<file path="src/hdl/cbm_pkg.sv">
// ----------------------------------------------------------------------------
// cbm_pkg
// Shared types and constants for the cartridge bank mapper with scanline IRQ.
// ----------------------------------------------------------------------------
package cbm_pkg;

  localparam int unsigned AddrWidth = 16;
  localparam int unsigned DataWidth = 8;
  localparam int unsigned RomWidth  = 21;
  localparam int unsigned BankWidth = 8;
  localparam int unsigned ChrCount  = 6;

  localparam logic [BankWidth-1:0] LastPrgBankReset = 8'd63;

  typedef enum logic [1:0] {
    MODE_CPU_WRITE  = 2'd0,
    MODE_TICK       = 2'd1,
    MODE_CPU_LOOKUP = 2'd2,
    MODE_PPU_LOOKUP = 2'd3
  } mode_t;

  // Write decode key: {address[15:12], address[1:0]}
  typedef logic [5:0] wr_key_t;
  localparam wr_key_t WrPrg0    = 6'b1000_00;
  localparam wr_key_t WrPrg1    = 6'b1000_01;
  localparam wr_key_t WrChr0    = 6'b1000_10;
  localparam wr_key_t WrChr1    = 6'b1000_11;
  localparam wr_key_t WrChr2    = 6'b1010_00;
  localparam wr_key_t WrChr3    = 6'b1010_01;
  localparam wr_key_t WrChr4    = 6'b1010_10;
  localparam wr_key_t WrChr5    = 6'b1010_11;
  localparam wr_key_t WrLatch   = 6'b1100_00;
  localparam wr_key_t WrReload  = 6'b1100_01;
  localparam wr_key_t WrIrqOff  = 6'b1100_10;
  localparam wr_key_t WrIrqOn   = 6'b1100_11;
  localparam wr_key_t WrMirror  = 6'b1110_00;

  localparam int unsigned MirrorBit = 6;

  typedef struct packed {
    mode_t                mode;
    logic [AddrWidth-1:0] address;
    logic [DataWidth-1:0] data;
  } req_t;

  typedef struct packed {
    logic                mirroring;
    logic                irq_pulse;
    logic [RomWidth-1:0] rom_address;
  } res_t;

  typedef struct packed {
    logic irq_enabled;
    logic early_mirror_path;
  } status_t;

endpackage

</file>
<file path="src/hdl/cbm_core.sv">
// ----------------------------------------------------------------------------
// cbm_core
// Mapper registers, write decode, IRQ counter and address translation.
// ----------------------------------------------------------------------------
module cbm_core (
  input  logic                              clk,
  input  logic                              rst,
  input  logic                              fire,
  input  cbm_pkg::req_t                     req,
  input  logic [cbm_pkg::BankWidth-1:0]     last_prg_bank,
  output cbm_pkg::res_t                     res,
  output cbm_pkg::status_t                  status
);

  logic [cbm_pkg::BankWidth-1:0] prg_banks [2];
  logic [cbm_pkg::BankWidth-1:0] chr_banks [cbm_pkg::ChrCount];
  logic [cbm_pkg::BankWidth-1:0] irq_latch;
  logic [cbm_pkg::BankWidth-1:0] irq_counter;
  logic                          irq_enabled;
  logic                          early_path;
  logic                          mirror;

  logic [cbm_pkg::BankWidth-1:0] prg_banks_next [2];
  logic [cbm_pkg::BankWidth-1:0] chr_banks_next [cbm_pkg::ChrCount];
  logic [cbm_pkg::BankWidth-1:0] irq_latch_next;
  logic [cbm_pkg::BankWidth-1:0] irq_counter_next;
  logic                          irq_enabled_next;
  logic                          early_path_next;
  logic                          mirror_next;
  logic                          pulse;

  cbm_pkg::wr_key_t              key;
  logic [cbm_pkg::BankWidth-1:0] prg_bank_sel;
  logic [cbm_pkg::BankWidth-1:0] chr_bank_sel;
  logic [12:0]                   ppu_addr;
  logic [cbm_pkg::RomWidth-1:0]  rom;
  logic                          bit6;

  assign key  = {req.address[15:12], req.address[1:0]};
  assign bit6 = req.data[cbm_pkg::MirrorBit];

  always_comb begin
    prg_banks_next   = prg_banks;
    chr_banks_next   = chr_banks;
    irq_latch_next   = irq_latch;
    irq_counter_next = irq_counter;
    irq_enabled_next = irq_enabled;
    early_path_next  = early_path;
    mirror_next      = mirror;
    pulse            = 1'b0;
    unique case (req.mode)
      cbm_pkg::MODE_CPU_WRITE: begin
        unique case (key)
          cbm_pkg::WrPrg0: begin
            prg_banks_next[0] = req.data;
            if (early_path) mirror_next = bit6;
          end
          cbm_pkg::WrPrg1:   prg_banks_next[1] = req.data;
          cbm_pkg::WrChr0:   chr_banks_next[0] = req.data;
          cbm_pkg::WrChr1:   chr_banks_next[1] = req.data;
          cbm_pkg::WrChr2:   chr_banks_next[2] = req.data;
          cbm_pkg::WrChr3:   chr_banks_next[3] = req.data;
          cbm_pkg::WrChr4:   chr_banks_next[4] = req.data;
          cbm_pkg::WrChr5:   chr_banks_next[5] = req.data;
          cbm_pkg::WrLatch:  irq_latch_next = req.data;
          cbm_pkg::WrReload: irq_counter_next = irq_latch;
          cbm_pkg::WrIrqOff: irq_enabled_next = 1'b0;
          cbm_pkg::WrIrqOn:  irq_enabled_next = 1'b1;
          cbm_pkg::WrMirror: begin
            early_path_next = 1'b0;
            mirror_next     = bit6;
          end
          default: ;
        endcase
      end
      cbm_pkg::MODE_TICK: begin
        if (irq_enabled) begin
          irq_counter_next = irq_counter + 8'd1;
          // wrap past 0xFF fires the interrupt and stops counting
          if (&irq_counter) begin
            irq_enabled_next = 1'b0;
            pulse            = 1'b1;
          end
        end
      end
      default: ;
    endcase
  end

  // address translation
  assign ppu_addr = req.address[12:0];

  always_comb begin
    unique case (req.address[14:13])
      2'd0:    prg_bank_sel = prg_banks[0];
      2'd1:    prg_bank_sel = prg_banks[1];
      2'd2:    prg_bank_sel = last_prg_bank - 8'd1;
      default: prg_bank_sel = last_prg_bank;
    endcase
    if (!ppu_addr[12]) chr_bank_sel = chr_banks[{2'b00, ppu_addr[11]}];
    else chr_bank_sel = chr_banks[3'd2 + {1'b0, ppu_addr[11:10]}];
  end

  always_comb begin
    unique case (req.mode)
      cbm_pkg::MODE_CPU_LOOKUP: begin
        if (req.address[15]) rom = {prg_bank_sel, req.address[12:0]};
        else rom = '0;
      end
      cbm_pkg::MODE_PPU_LOOKUP: begin
        if (!ppu_addr[12]) rom = {2'b00, chr_bank_sel, ppu_addr[10:0]};
        else rom = {3'b000, chr_bank_sel, ppu_addr[9:0]};
      end
      default: rom = '0;
    endcase
  end

  assign res.rom_address = rom;
  assign res.irq_pulse   = pulse;
  assign res.mirroring   = mirror_next;

  assign status.irq_enabled       = irq_enabled;
  assign status.early_mirror_path = early_path;

  always_ff @(posedge clk) begin
    if (rst) begin
      prg_banks   <= '{default: '0};
      chr_banks   <= '{default: '0};
      irq_latch   <= '0;
      irq_counter <= '0;
      irq_enabled <= 1'b0;
      early_path  <= 1'b1;
      mirror      <= 1'b0;
    end else if (fire) begin
      prg_banks   <= prg_banks_next;
      chr_banks   <= chr_banks_next;
      irq_latch   <= irq_latch_next;
      irq_counter <= irq_counter_next;
      irq_enabled <= irq_enabled_next;
      early_path  <= early_path_next;
      mirror      <= mirror_next;
    end
  end

endmodule

</file>
<file path="src/hdl/cartridge_bank_mapper_irq_top.sv">
// ----------------------------------------------------------------------------
// cartridge_bank_mapper_irq_top
// Bank mapper with scanline IRQ counter: bus writes, ticks and ROM lookups.
// ----------------------------------------------------------------------------
//  channel   dir  handshake                      payload
//  s_axis    in   s_axis_tvalid / s_axis_tready  tdata {data, address}, tuser mode
//  m_axis    out  m_axis_tvalid / m_axis_tready  tdata {mirror, irq, rom_address}
//  cfg       in   cfg_valid / cfg_ready          cfg_data last_prg_bank
//
//  One request per cycle when the result side does not stall; the path is an input
//  register, then decode and translation into the result register.
//  Reset: all bank registers 0, IRQ off, early mirror path on, last bank 63.
//  A stalled result holds; the input register still takes one more request.
//  cfg_ready is always high.
module cartridge_bank_mapper_irq_top (
  input  logic        clk,
  input  logic        rst,
  input  logic        s_axis_tvalid,
  output logic        s_axis_tready,
  input  logic [23:0] s_axis_tdata,   // [15:0] address, [23:16] data
  input  logic [1:0]  s_axis_tuser,   // [1:0] mode
  output logic        m_axis_tvalid,
  input  logic        m_axis_tready,
  output logic [23:0] m_axis_tdata,   // [20:0] rom_address, [21] irq_pulse,
                                      // [22] mirroring, [23] zero
  input  logic        cfg_valid,
  output logic        cfg_ready,
  input  logic [7:0]  cfg_data
);

  logic                          in_valid;
  cbm_pkg::req_t                 in_req;
  logic                          out_valid;
  cbm_pkg::res_t                 out_res;
  logic                          out_open;
  logic                          fire;
  logic [cbm_pkg::BankWidth-1:0] last_prg_bank;
  cbm_pkg::res_t                 res;
  cbm_pkg::status_t              status;

  assign out_open      = !out_valid || m_axis_tready;
  assign fire          = in_valid && out_open;
  assign s_axis_tready = !in_valid || out_open;
  assign cfg_ready     = 1'b1;

  always_ff @(posedge clk) begin
    if (rst) begin
      in_valid      <= 1'b0;
      out_valid     <= 1'b0;
      last_prg_bank <= cbm_pkg::LastPrgBankReset;
    end else begin
      if (s_axis_tready) in_valid <= s_axis_tvalid;
      if (out_open) out_valid <= in_valid;
      if (cfg_valid) last_prg_bank <= cfg_data;
    end
  end

  always_ff @(posedge clk) begin
    if (s_axis_tready && s_axis_tvalid) begin
      in_req.mode    <= cbm_pkg::mode_t'(s_axis_tuser);
      in_req.address <= s_axis_tdata[15:0];
      in_req.data    <= s_axis_tdata[23:16];
    end
    if (fire) out_res <= res;
  end

  cbm_core u_core (
    .clk           (clk),
    .rst           (rst),
    .fire          (fire),
    .req           (in_req),
    .last_prg_bank (last_prg_bank),
    .res           (res),
    .status        (status)
  );

  assign m_axis_tvalid = out_valid;
  assign m_axis_tdata  = {1'b0, out_res};

  // interrupt pulse always leaves counting disabled
  a_pulse_disables: assert property (@(posedge clk) disable iff (rst)
    fire && res.irq_pulse |=> !status.irq_enabled)
    else $error("irq pulse without counter disable");

  // only ticks may raise the interrupt
  a_pulse_tick_only: assert property (@(posedge clk) disable iff (rst)
    fire && res.irq_pulse |-> in_req.mode == cbm_pkg::MODE_TICK)
    else $error("irq pulse outside a tick");

  // once the 0xE000 write closes the early path it stays closed
  a_early_path_sticky: assert property (@(posedge clk) disable iff (rst)
    !status.early_mirror_path |=> !status.early_mirror_path)
    else $error("early mirror path reopened");

  a_no_rom_on_write: assert property (@(posedge clk) disable iff (rst)
    fire && (in_req.mode == cbm_pkg::MODE_CPU_WRITE || in_req.mode == cbm_pkg::MODE_TICK)
    |-> res.rom_address == '0)
    else $error("rom address on non-lookup request");

endmodule

</file>
<file path="config.mk">
export PLATFORM = sky130hd
export DESIGN_NAME = cartridge_bank_mapper_irq_top
export DESIGN_NICKNAME = d
export VERILOG_FILES = /design/src/hdl/cbm_pkg.sv /design/src/hdl/cbm_core.sv /design/src/hdl/cartridge_bank_mapper_irq_top.sv
export SDC_FILE = /design/constraint.sdc
export NUM_CORES = 1
export LEC_CHECK = 0
export BUFFER_PORTS_ARGS = -buffer_cell sky130_fd_sc_hd__buf_2
export CAP_MARGIN = 10
export CORE_MARGIN = 5
export CORE_UTILIZATION = 44
export DETAILED_ROUTE_END_ITERATION = 10
export GPL_ROUTABILITY_DRIVEN = 0
export PLACE_DENSITY_LB_ADDON = 0.3
export SETUP_SLACK_MARGIN = 0.5
export SLEW_MARGIN = 10
export SYNTH_ARGS = -nofsm -noshare
export SYNTH_HDL_FRONTEND = slang
export SYNTH_SLANG_ARGS = --single-unit
</file>
<file path="constraint.sdc">
create_clock -name clk -period 1.8 [get_ports clk]
set_input_delay 0 -clock clk [delete_from_list [all_inputs] [get_ports clk]]
set_output_delay 0 -clock clk [all_outputs]
set_load 0.02 [all_outputs]
</file>
==> results of run 1 <==
metrics by stage:
step	hold WS [ns]	cell area, sq um	TNS, ns	utilization, %
floorplan	0.0989	6480	-1.12	-
global placement	0.177	7080	0	51.0
detailed placement	0.178	7080	-0.183	51.0
CTS	-0.00341	8600	0	62.0
global route	0.123	9040	-0.354	65.1
finish	0.105	9040	-0.0749	65.1
metal layers:
metal	vias to the layer above	wire length, um
met5	-	0
met4	0	447
met3	40	1110
met2	228	9210
met1	2665	7710
li1	2525	-
worst reg2reg max path, stage by stage, from the launching register on:
cell and delay, ns:
edfxtp_1 0.39, nand2b_4 0.19, or3_4 0.34, or4_4 0.61
mux2i_1 0.17
final cells by class:
cell class	instances	area (sq um)
Clock inverter	13	161
Timing Repair Buffer	180	1510
Fill cell	979	4840
Sequential cell	142	3340
Multi-Input combinational cell	413	3320
Inverter	6	22.5
Tap cell	180	225
Clock buffer	19	454
where the power goes:
part	switching [W]	internal, W
Sequential	0.0000681	0.00340
Combinational	0.000412	0.000361
Clock	0.00140	0.00226
registers in the layout (all words and copies together), names as in the netlist:
signal,flops
u_core.irq_counter,8
last_prg_bank,8
m_axis_tvalid,1
u_core.chr_banks,48
u_core.irq_latch,8
m_axis_tdata,23
in_valid,1
u_core.early_path,1
u_core.irq_enabled,1
in_req,26
u_core.prg_banks,16
u_core.mirror,1
synth_stat cells, types with 4 or more instances:
cell / n / area [sq um]
a21oi_1: 39 / 195
and2_1: 13 / 81.3
buf_1: 4 / 15.0
buf_2: 5 / 25.0
clkbuf_1: 24 / 90.1
dfxtp_1: 93 / 1860
edfxtp_1: 49 / 1470
inv_1: 5 / 18.8
mux2i_1: 77 / 771
mux4_2: 7 / 158
nand2_1: 96 / 360
nand2b_1: 5 / 31.3
nand3_1: 14 / 70.1
nand4_1: 10 / 62.6
nand4b_1: 4 / 35.0
nor2_1: 25 / 93.8
nor2b_1: 4 / 25.0
nor3_1: 11 / 55.1
nor4_1: 4 / 25.0
o21ai_0: 31 / 155
o22ai_1: 5 / 31.3
o31ai_1: 4 / 30.0
o32ai_1: 4 / 35.0
cells by family (layout without fill, tap and decap cells):
logic type	count (synthesis)	in the layout
simple gates	206	209
buf+inv	44	218
flops	142	142
xor+xnor	4	4
other cells	2	2
mux	87	87
compound gates	108	109
fa+ha+maj	2	2
path summary, 6_finish.rpt:
| check | slack (ns) | endpoint | from |
|---|---|---|---|
| worst max-delay path | -0.02 | u_core.chr_banks[21]$_SDFFE_PP0P_ | in_req[25]$_DFFE_PP_ |
| worst min register to register | 0.46 | u_core.early_path$_SDFFE_PP1P_ | u_core.early_path$_SDFFE_PP1P_ |
| worst max register to register | -0.02 | u_core.chr_banks[21]$_SDFFE_PP0P_ | in_req[25]$_DFFE_PP_ |
| worst min-delay path | 0.11 | last_prg_bank[6]$_SDFFE_PP0P_ | rst |
repair_timing:
item | in CTS | in global routing
cloned | 4 | 2
hold endpoints to repair | 36 | 0
pin swaps | 27 | 21
hold buffers | 42 | 0
setup endpoints to repair | 133 | 137
buffers inserted | 22 | 14
gates resized for setup | 72 | 87
==> flow_summary.ini, run 1 <==
[min_path]
hold_path_depth = 3
hp-class = in2reg

[routing]
vias = 5458
first_pass_iters = 5
drc = 0
drt-initial-drc-count = 506
routed_wl_um = 18500
viasPerCell = 5.73
ant_nets = 0
wire_per_inst_um = 19.4

[synth]
ys_seq_elements = 142
netlist_area_sq_um = 6230
syn_inst = 595
async_flop_share_pct = 0
ys_types = 59
yosysWarnings = 0
synth_edf_count = 49
syn-num-nets = 636
muxShareOfSynthArea_pct = 15.4
synth_compound_area_share_pct = 10.5
ys.flop_type = dfxtp_1
synth_adder_area_share_pct = 0.401
synth_top_family_by_area = simple AND/OR/NAND/NOR gates
postSynthAreaPerCell_sq_um = 10.5
synth-xor-area-share_pct = 0.562
synth-simple-area-share_pct = 16.3
yosysSeqAreaShare_pct = 53.5

[sta]
setup_viol = 8
rsz0062_at_grt = true
finClkSkew_ns = 0.00903
tightest_slew_ns = 0.597
fmax_ghz = 0.550
hold_viol = 0
worst_slack_ns = -0.0194
fin_crit_sh_pct = 101
relSlewSlack_pct = 60.2
slew_violations = 0
post-route-min-period_ns = 1.82

[critical_path]
worstSetupStartpointType = flop
cp.required_ns = 2.10
critPathMaxStageDelay_ns = 0.61
crit_buf_inv = 0
critPathKind = reg2reg
endpoint_kind = flop
cp_top_family = simple AND/OR/NAND/NOR gates
crit_fanout = 8
path_cells = nand2b_4, or3_4, or4_4, mux2i_1
crit_slowest_cell = or4_4
crit_arrival_ns = 2.12
cp.depth = 4
ff2ff_path_depth = 4

[place]
dp_hpwl_um = 10600
dp.cells = 837
dp_slack_ns = -0.0630
portBuffers = 63

[layout]
antenna_cells = 0
final_cell_mix = nand2_1 (88), dfxtp_1 (86), mux2i_1 (75), buf_2 (61), edfxtp_1 (49)
layout_commonest_cell = nand2_1
areaGrowthSynthToFinish_pct = 45.0
layout-drive-gt1-share_pct = 37.5
fin_nets = 801
final_cells = 953

[status]
status = finished, violations left
violations = negative setup slack

[die]
core-area_sq_um = 13900
die_x_um = 129
start_util_pct = 44.9
die_area_sq_um = 16600
io-pin-count = 66
rows = 43
die_height_um = 129

[global_route]
track_usage_pct = 21.0
use_met2_pct = 35.2
gr-total-overflow = 0
grt_use_met1_pct = 26.5
grt.busiest_layer = met2
antenna_found_initial = 0
use_met3_pct = 5.03
grt_pass1_wl_um = 27200
grt_pass1_vias = 5277
grt_max_degree = 49

[cts]
cts.path.max_buffers = 2
htreeDepth = 4
cts_made_buffers = 17
clock-sinks = 142
insertion_delay_ns = 0.43
clkTransAtPathRegs_ns = 0.06
root_buffer = clkbuf_16
cts_tree = built

[power]
p_per_area_nw_per_um2 = 874
leakage_nw = 3.69
irDropWorstVdd_mv = 0.704
finalPower_w = 0.00790

[job]
cap_violations = 0
Power figures use the tool's default switching activity.
==> run 2, diff against run 1 <==
--- a/config.mk
+++ b/config.mk
@@ -9,10 +9,12 @@
 export CAP_MARGIN = 10
 export CORE_MARGIN = 5
 export CORE_UTILIZATION = 44
+export CTS_CLUSTER_DIAMETER = 40
 export DETAILED_ROUTE_END_ITERATION = 10
 export GPL_ROUTABILITY_DRIVEN = 0
 export PLACE_DENSITY_LB_ADDON = 0.3
 export SETUP_SLACK_MARGIN = 0.5
+export SKIP_CTS_REPAIR_TIMING = 1
 export SLEW_MARGIN = 10
 export SYNTH_ARGS = -nofsm -noshare
 export SYNTH_HDL_FRONTEND = slang
==> run 2 against run 1 <==
The flow still finishes with violations (negative setup slack). Largest power group unchanged. Die area unchanged. Final cell count decreased by 0.84%. Power decreased by 0.66%. Clock skew decreased by 0.0024 ns. Critical endpoint unchanged.
==> flow_summary.ini, run 2 (synthesis results as in run 1) <==
[die]
start_util_pct = 44.9
core-area_sq_um = 13900
die_height_um = 129
rows = 43
die_area_sq_um = 16600
die_x_um = 129
io-pin-count = 66

[power]
switching_share_pct = 23.5
finalPower_w = 0.00785
p_comb_share_pct = 9.5
irDropWorstVdd_mv = 0.677
power.switching_w = 0.00184
p_int_w = 0.00601
clkPwrFrac_pct = 46.3
p_per_area_nw_per_um2 = 883
p_seq_share_pct = 44.2
leakage_nw = 3.63

[min_path]
hold_path_depth = 3
whs_endpoint = last_prg_bank[6]$_SDFFE_PP0P_
hp-class = in2reg
holdCritStartpoint = rst

[place]
portBuffers = 63
dp.cells = 837
dp_hpwl_um = 10600

[layout]
nFillCells = 1013
areaGrowthSynthToFinish_pct = 42.6
final-seq-area_sq_um = 3340
final_cells = 945
layout-drive-gt1-share_pct = 35.3
regMostFlops = u_core.chr_banks
multiInputGateArea_sq_um = 3260
antenna_cells = 0
final_cell_mix = nand2_1 (88), dfxtp_1 (88), mux2i_1 (76), buf_2 (62), edfxtp_1 (49)
fin_nets = 793
largest_reg_flops = 48

[critical_path]
crit_fanout = 8
endpoint_kind = flop
reg2reg_from = in_req[25]$_DFFE_PP_
ff2ff_path_depth = 4
r2r_setup_slack_ns = -0.05
crit_arrival_ns = 2.15
path_cells = nand2b_4, or3_4, or4_4, mux2i_1
worstSetupStartpointType = flop
timing.rr.end = u_core.chr_banks[21]$_SDFFE_PP0P_
critPathMaxStageDelay_ns = 0.64
crit_slowest_cell = or4_4
critPathKind = reg2reg
cp_top_family = simple AND/OR/NAND/NOR gates
crit_buf_inv = 0
cp.required_ns = 2.10

[cts]
insertion_delay_ns = 0.43
cts.path.max_buffers = 2
root_buffer = clkbuf_16
clock-sinks = 142
clkTransAtPathRegs_ns = 0.06
cts_made_buffers = 17
htreeDepth = 4
cts_tree = built

[global_route]
grt_pass1_vias = 4758
track_usage_pct = 18.9
grt_use_met1_pct = 24.7
use_met2_pct = 30.4
grt_pass1_wl_um = 24500
gr-total-overflow = 0
grt.busiest_layer = met2
use_met3_pct = 5.98
grt_max_degree = 49
antenna_found_initial = 0

[sta]
worst_slack_ns = -0.0529
post-route-min-period_ns = 1.85
finClkSkew_ns = 0.00660
tightest_slew_ns = 0.582
slew_violations = 0
setup_viol = 8
fin_crit_sh_pct = 103
rsz0062_at_grt = true
hold_ws_ns = 0.105
fin_setup_tns_ns = -0.341
hold_viol = 0
relSlewSlack_pct = 61.2
fmax_ghz = 0.540

[routing]
routed_wl_um = 18000
viasPerCell = 5.67
drt-initial-drc-count = 412
wire_per_inst_um = 19.0
drc = 0
vias = 5359
first_pass_iters = 5
ant_nets = 0

[job]
cap_violations = 0

[status]
status = finished, violations left
violations = negative setup slack
-- run 2: cell types whose count changed in the layout (fill, tap and decap cells not counted), moves of 3 or more --
cell,before,now
a21oi_1,23,28
o21ai_1,11,6
a21oi_2,14,10
o21ai_2,16,13
buf_4,44,37
o21ai_0,4,12
-- run 2: cell type report --
cell class	instances	share of cell area, %
Clock buffer	19	5.11
Clock inverter	13	1.82
Inverter	6	0.253
Multi-Input combinational cell	413	36.7
Sequential cell	142	37.6
Tap cell	180	2.53
Timing Repair Buffer	172	16.1
-- run 2: power by group through the flow --
stage	sequential [W]	combinational [W]	clock (W)
finish	0.00347	0.000744	0.00364
CTS	0.00346	0.000504	0.00367
detailed placement	0.00353	0.000500	0
global placement	0.00353	0.000490	0
global route	0.00348	0.000787	0.00384
floorplan	0.00355	0.000290	0
-- run 2: routing by layer --
metal | up-vias | share of wire, %
met2 | 217 | 49
met1 | 2622 | 43
li1 | 2494 | -
met4 | 0 | 1.4
met3 | 26 | 6.5
met5 | - | 0
-- run 2: how the worst max path moves through the flow --
stage / from / endpoint / slack (ns) / cells after the start
after floorplan: in_req[25]$_DFFE_PP_ / u_core.chr_banks[16]$_SDFFE_PP0P_ / -0.14 / 7
after CTS: in_req[24]$_DFFE_PP_ / u_core.mirror$_SDFFE_PP0P_ / -0.08 / 4
after global routing: in_req[25]$_DFFE_PP_ / u_core.chr_banks[21]$_SDFFE_PP0P_ / -0.09 / 4
after global placement: in_req[25]$_DFFE_PP_ / u_core.chr_banks[23]$_SDFFE_PP0P_ / 0.02 / 4
final: in_req[25]$_DFFE_PP_ / u_core.chr_banks[21]$_SDFFE_PP0P_ / -0.05 / 4
after detailed placement: in_req[24]$_DFFE_PP_ / u_core.mirror$_SDFFE_PP0P_ / -0.06 / 4
-- run 2: worst min-delay path: stages --
cell	delay [ns]
buf_2	0.11
buf_4	0.25
nor2_1	0.13
-- run 2: stage by stage --
stage	area, sq um	util [%]	setup slack [ns]
finish	8890	64.0	-0.0529
global route	8890	64.0	-0.0867
CTS	7700	55.5	-0.0771
detailed placement	7080	51.0	-0.0630
global placement	7080	51.0	0.0230
floorplan	6480	-	-0.140
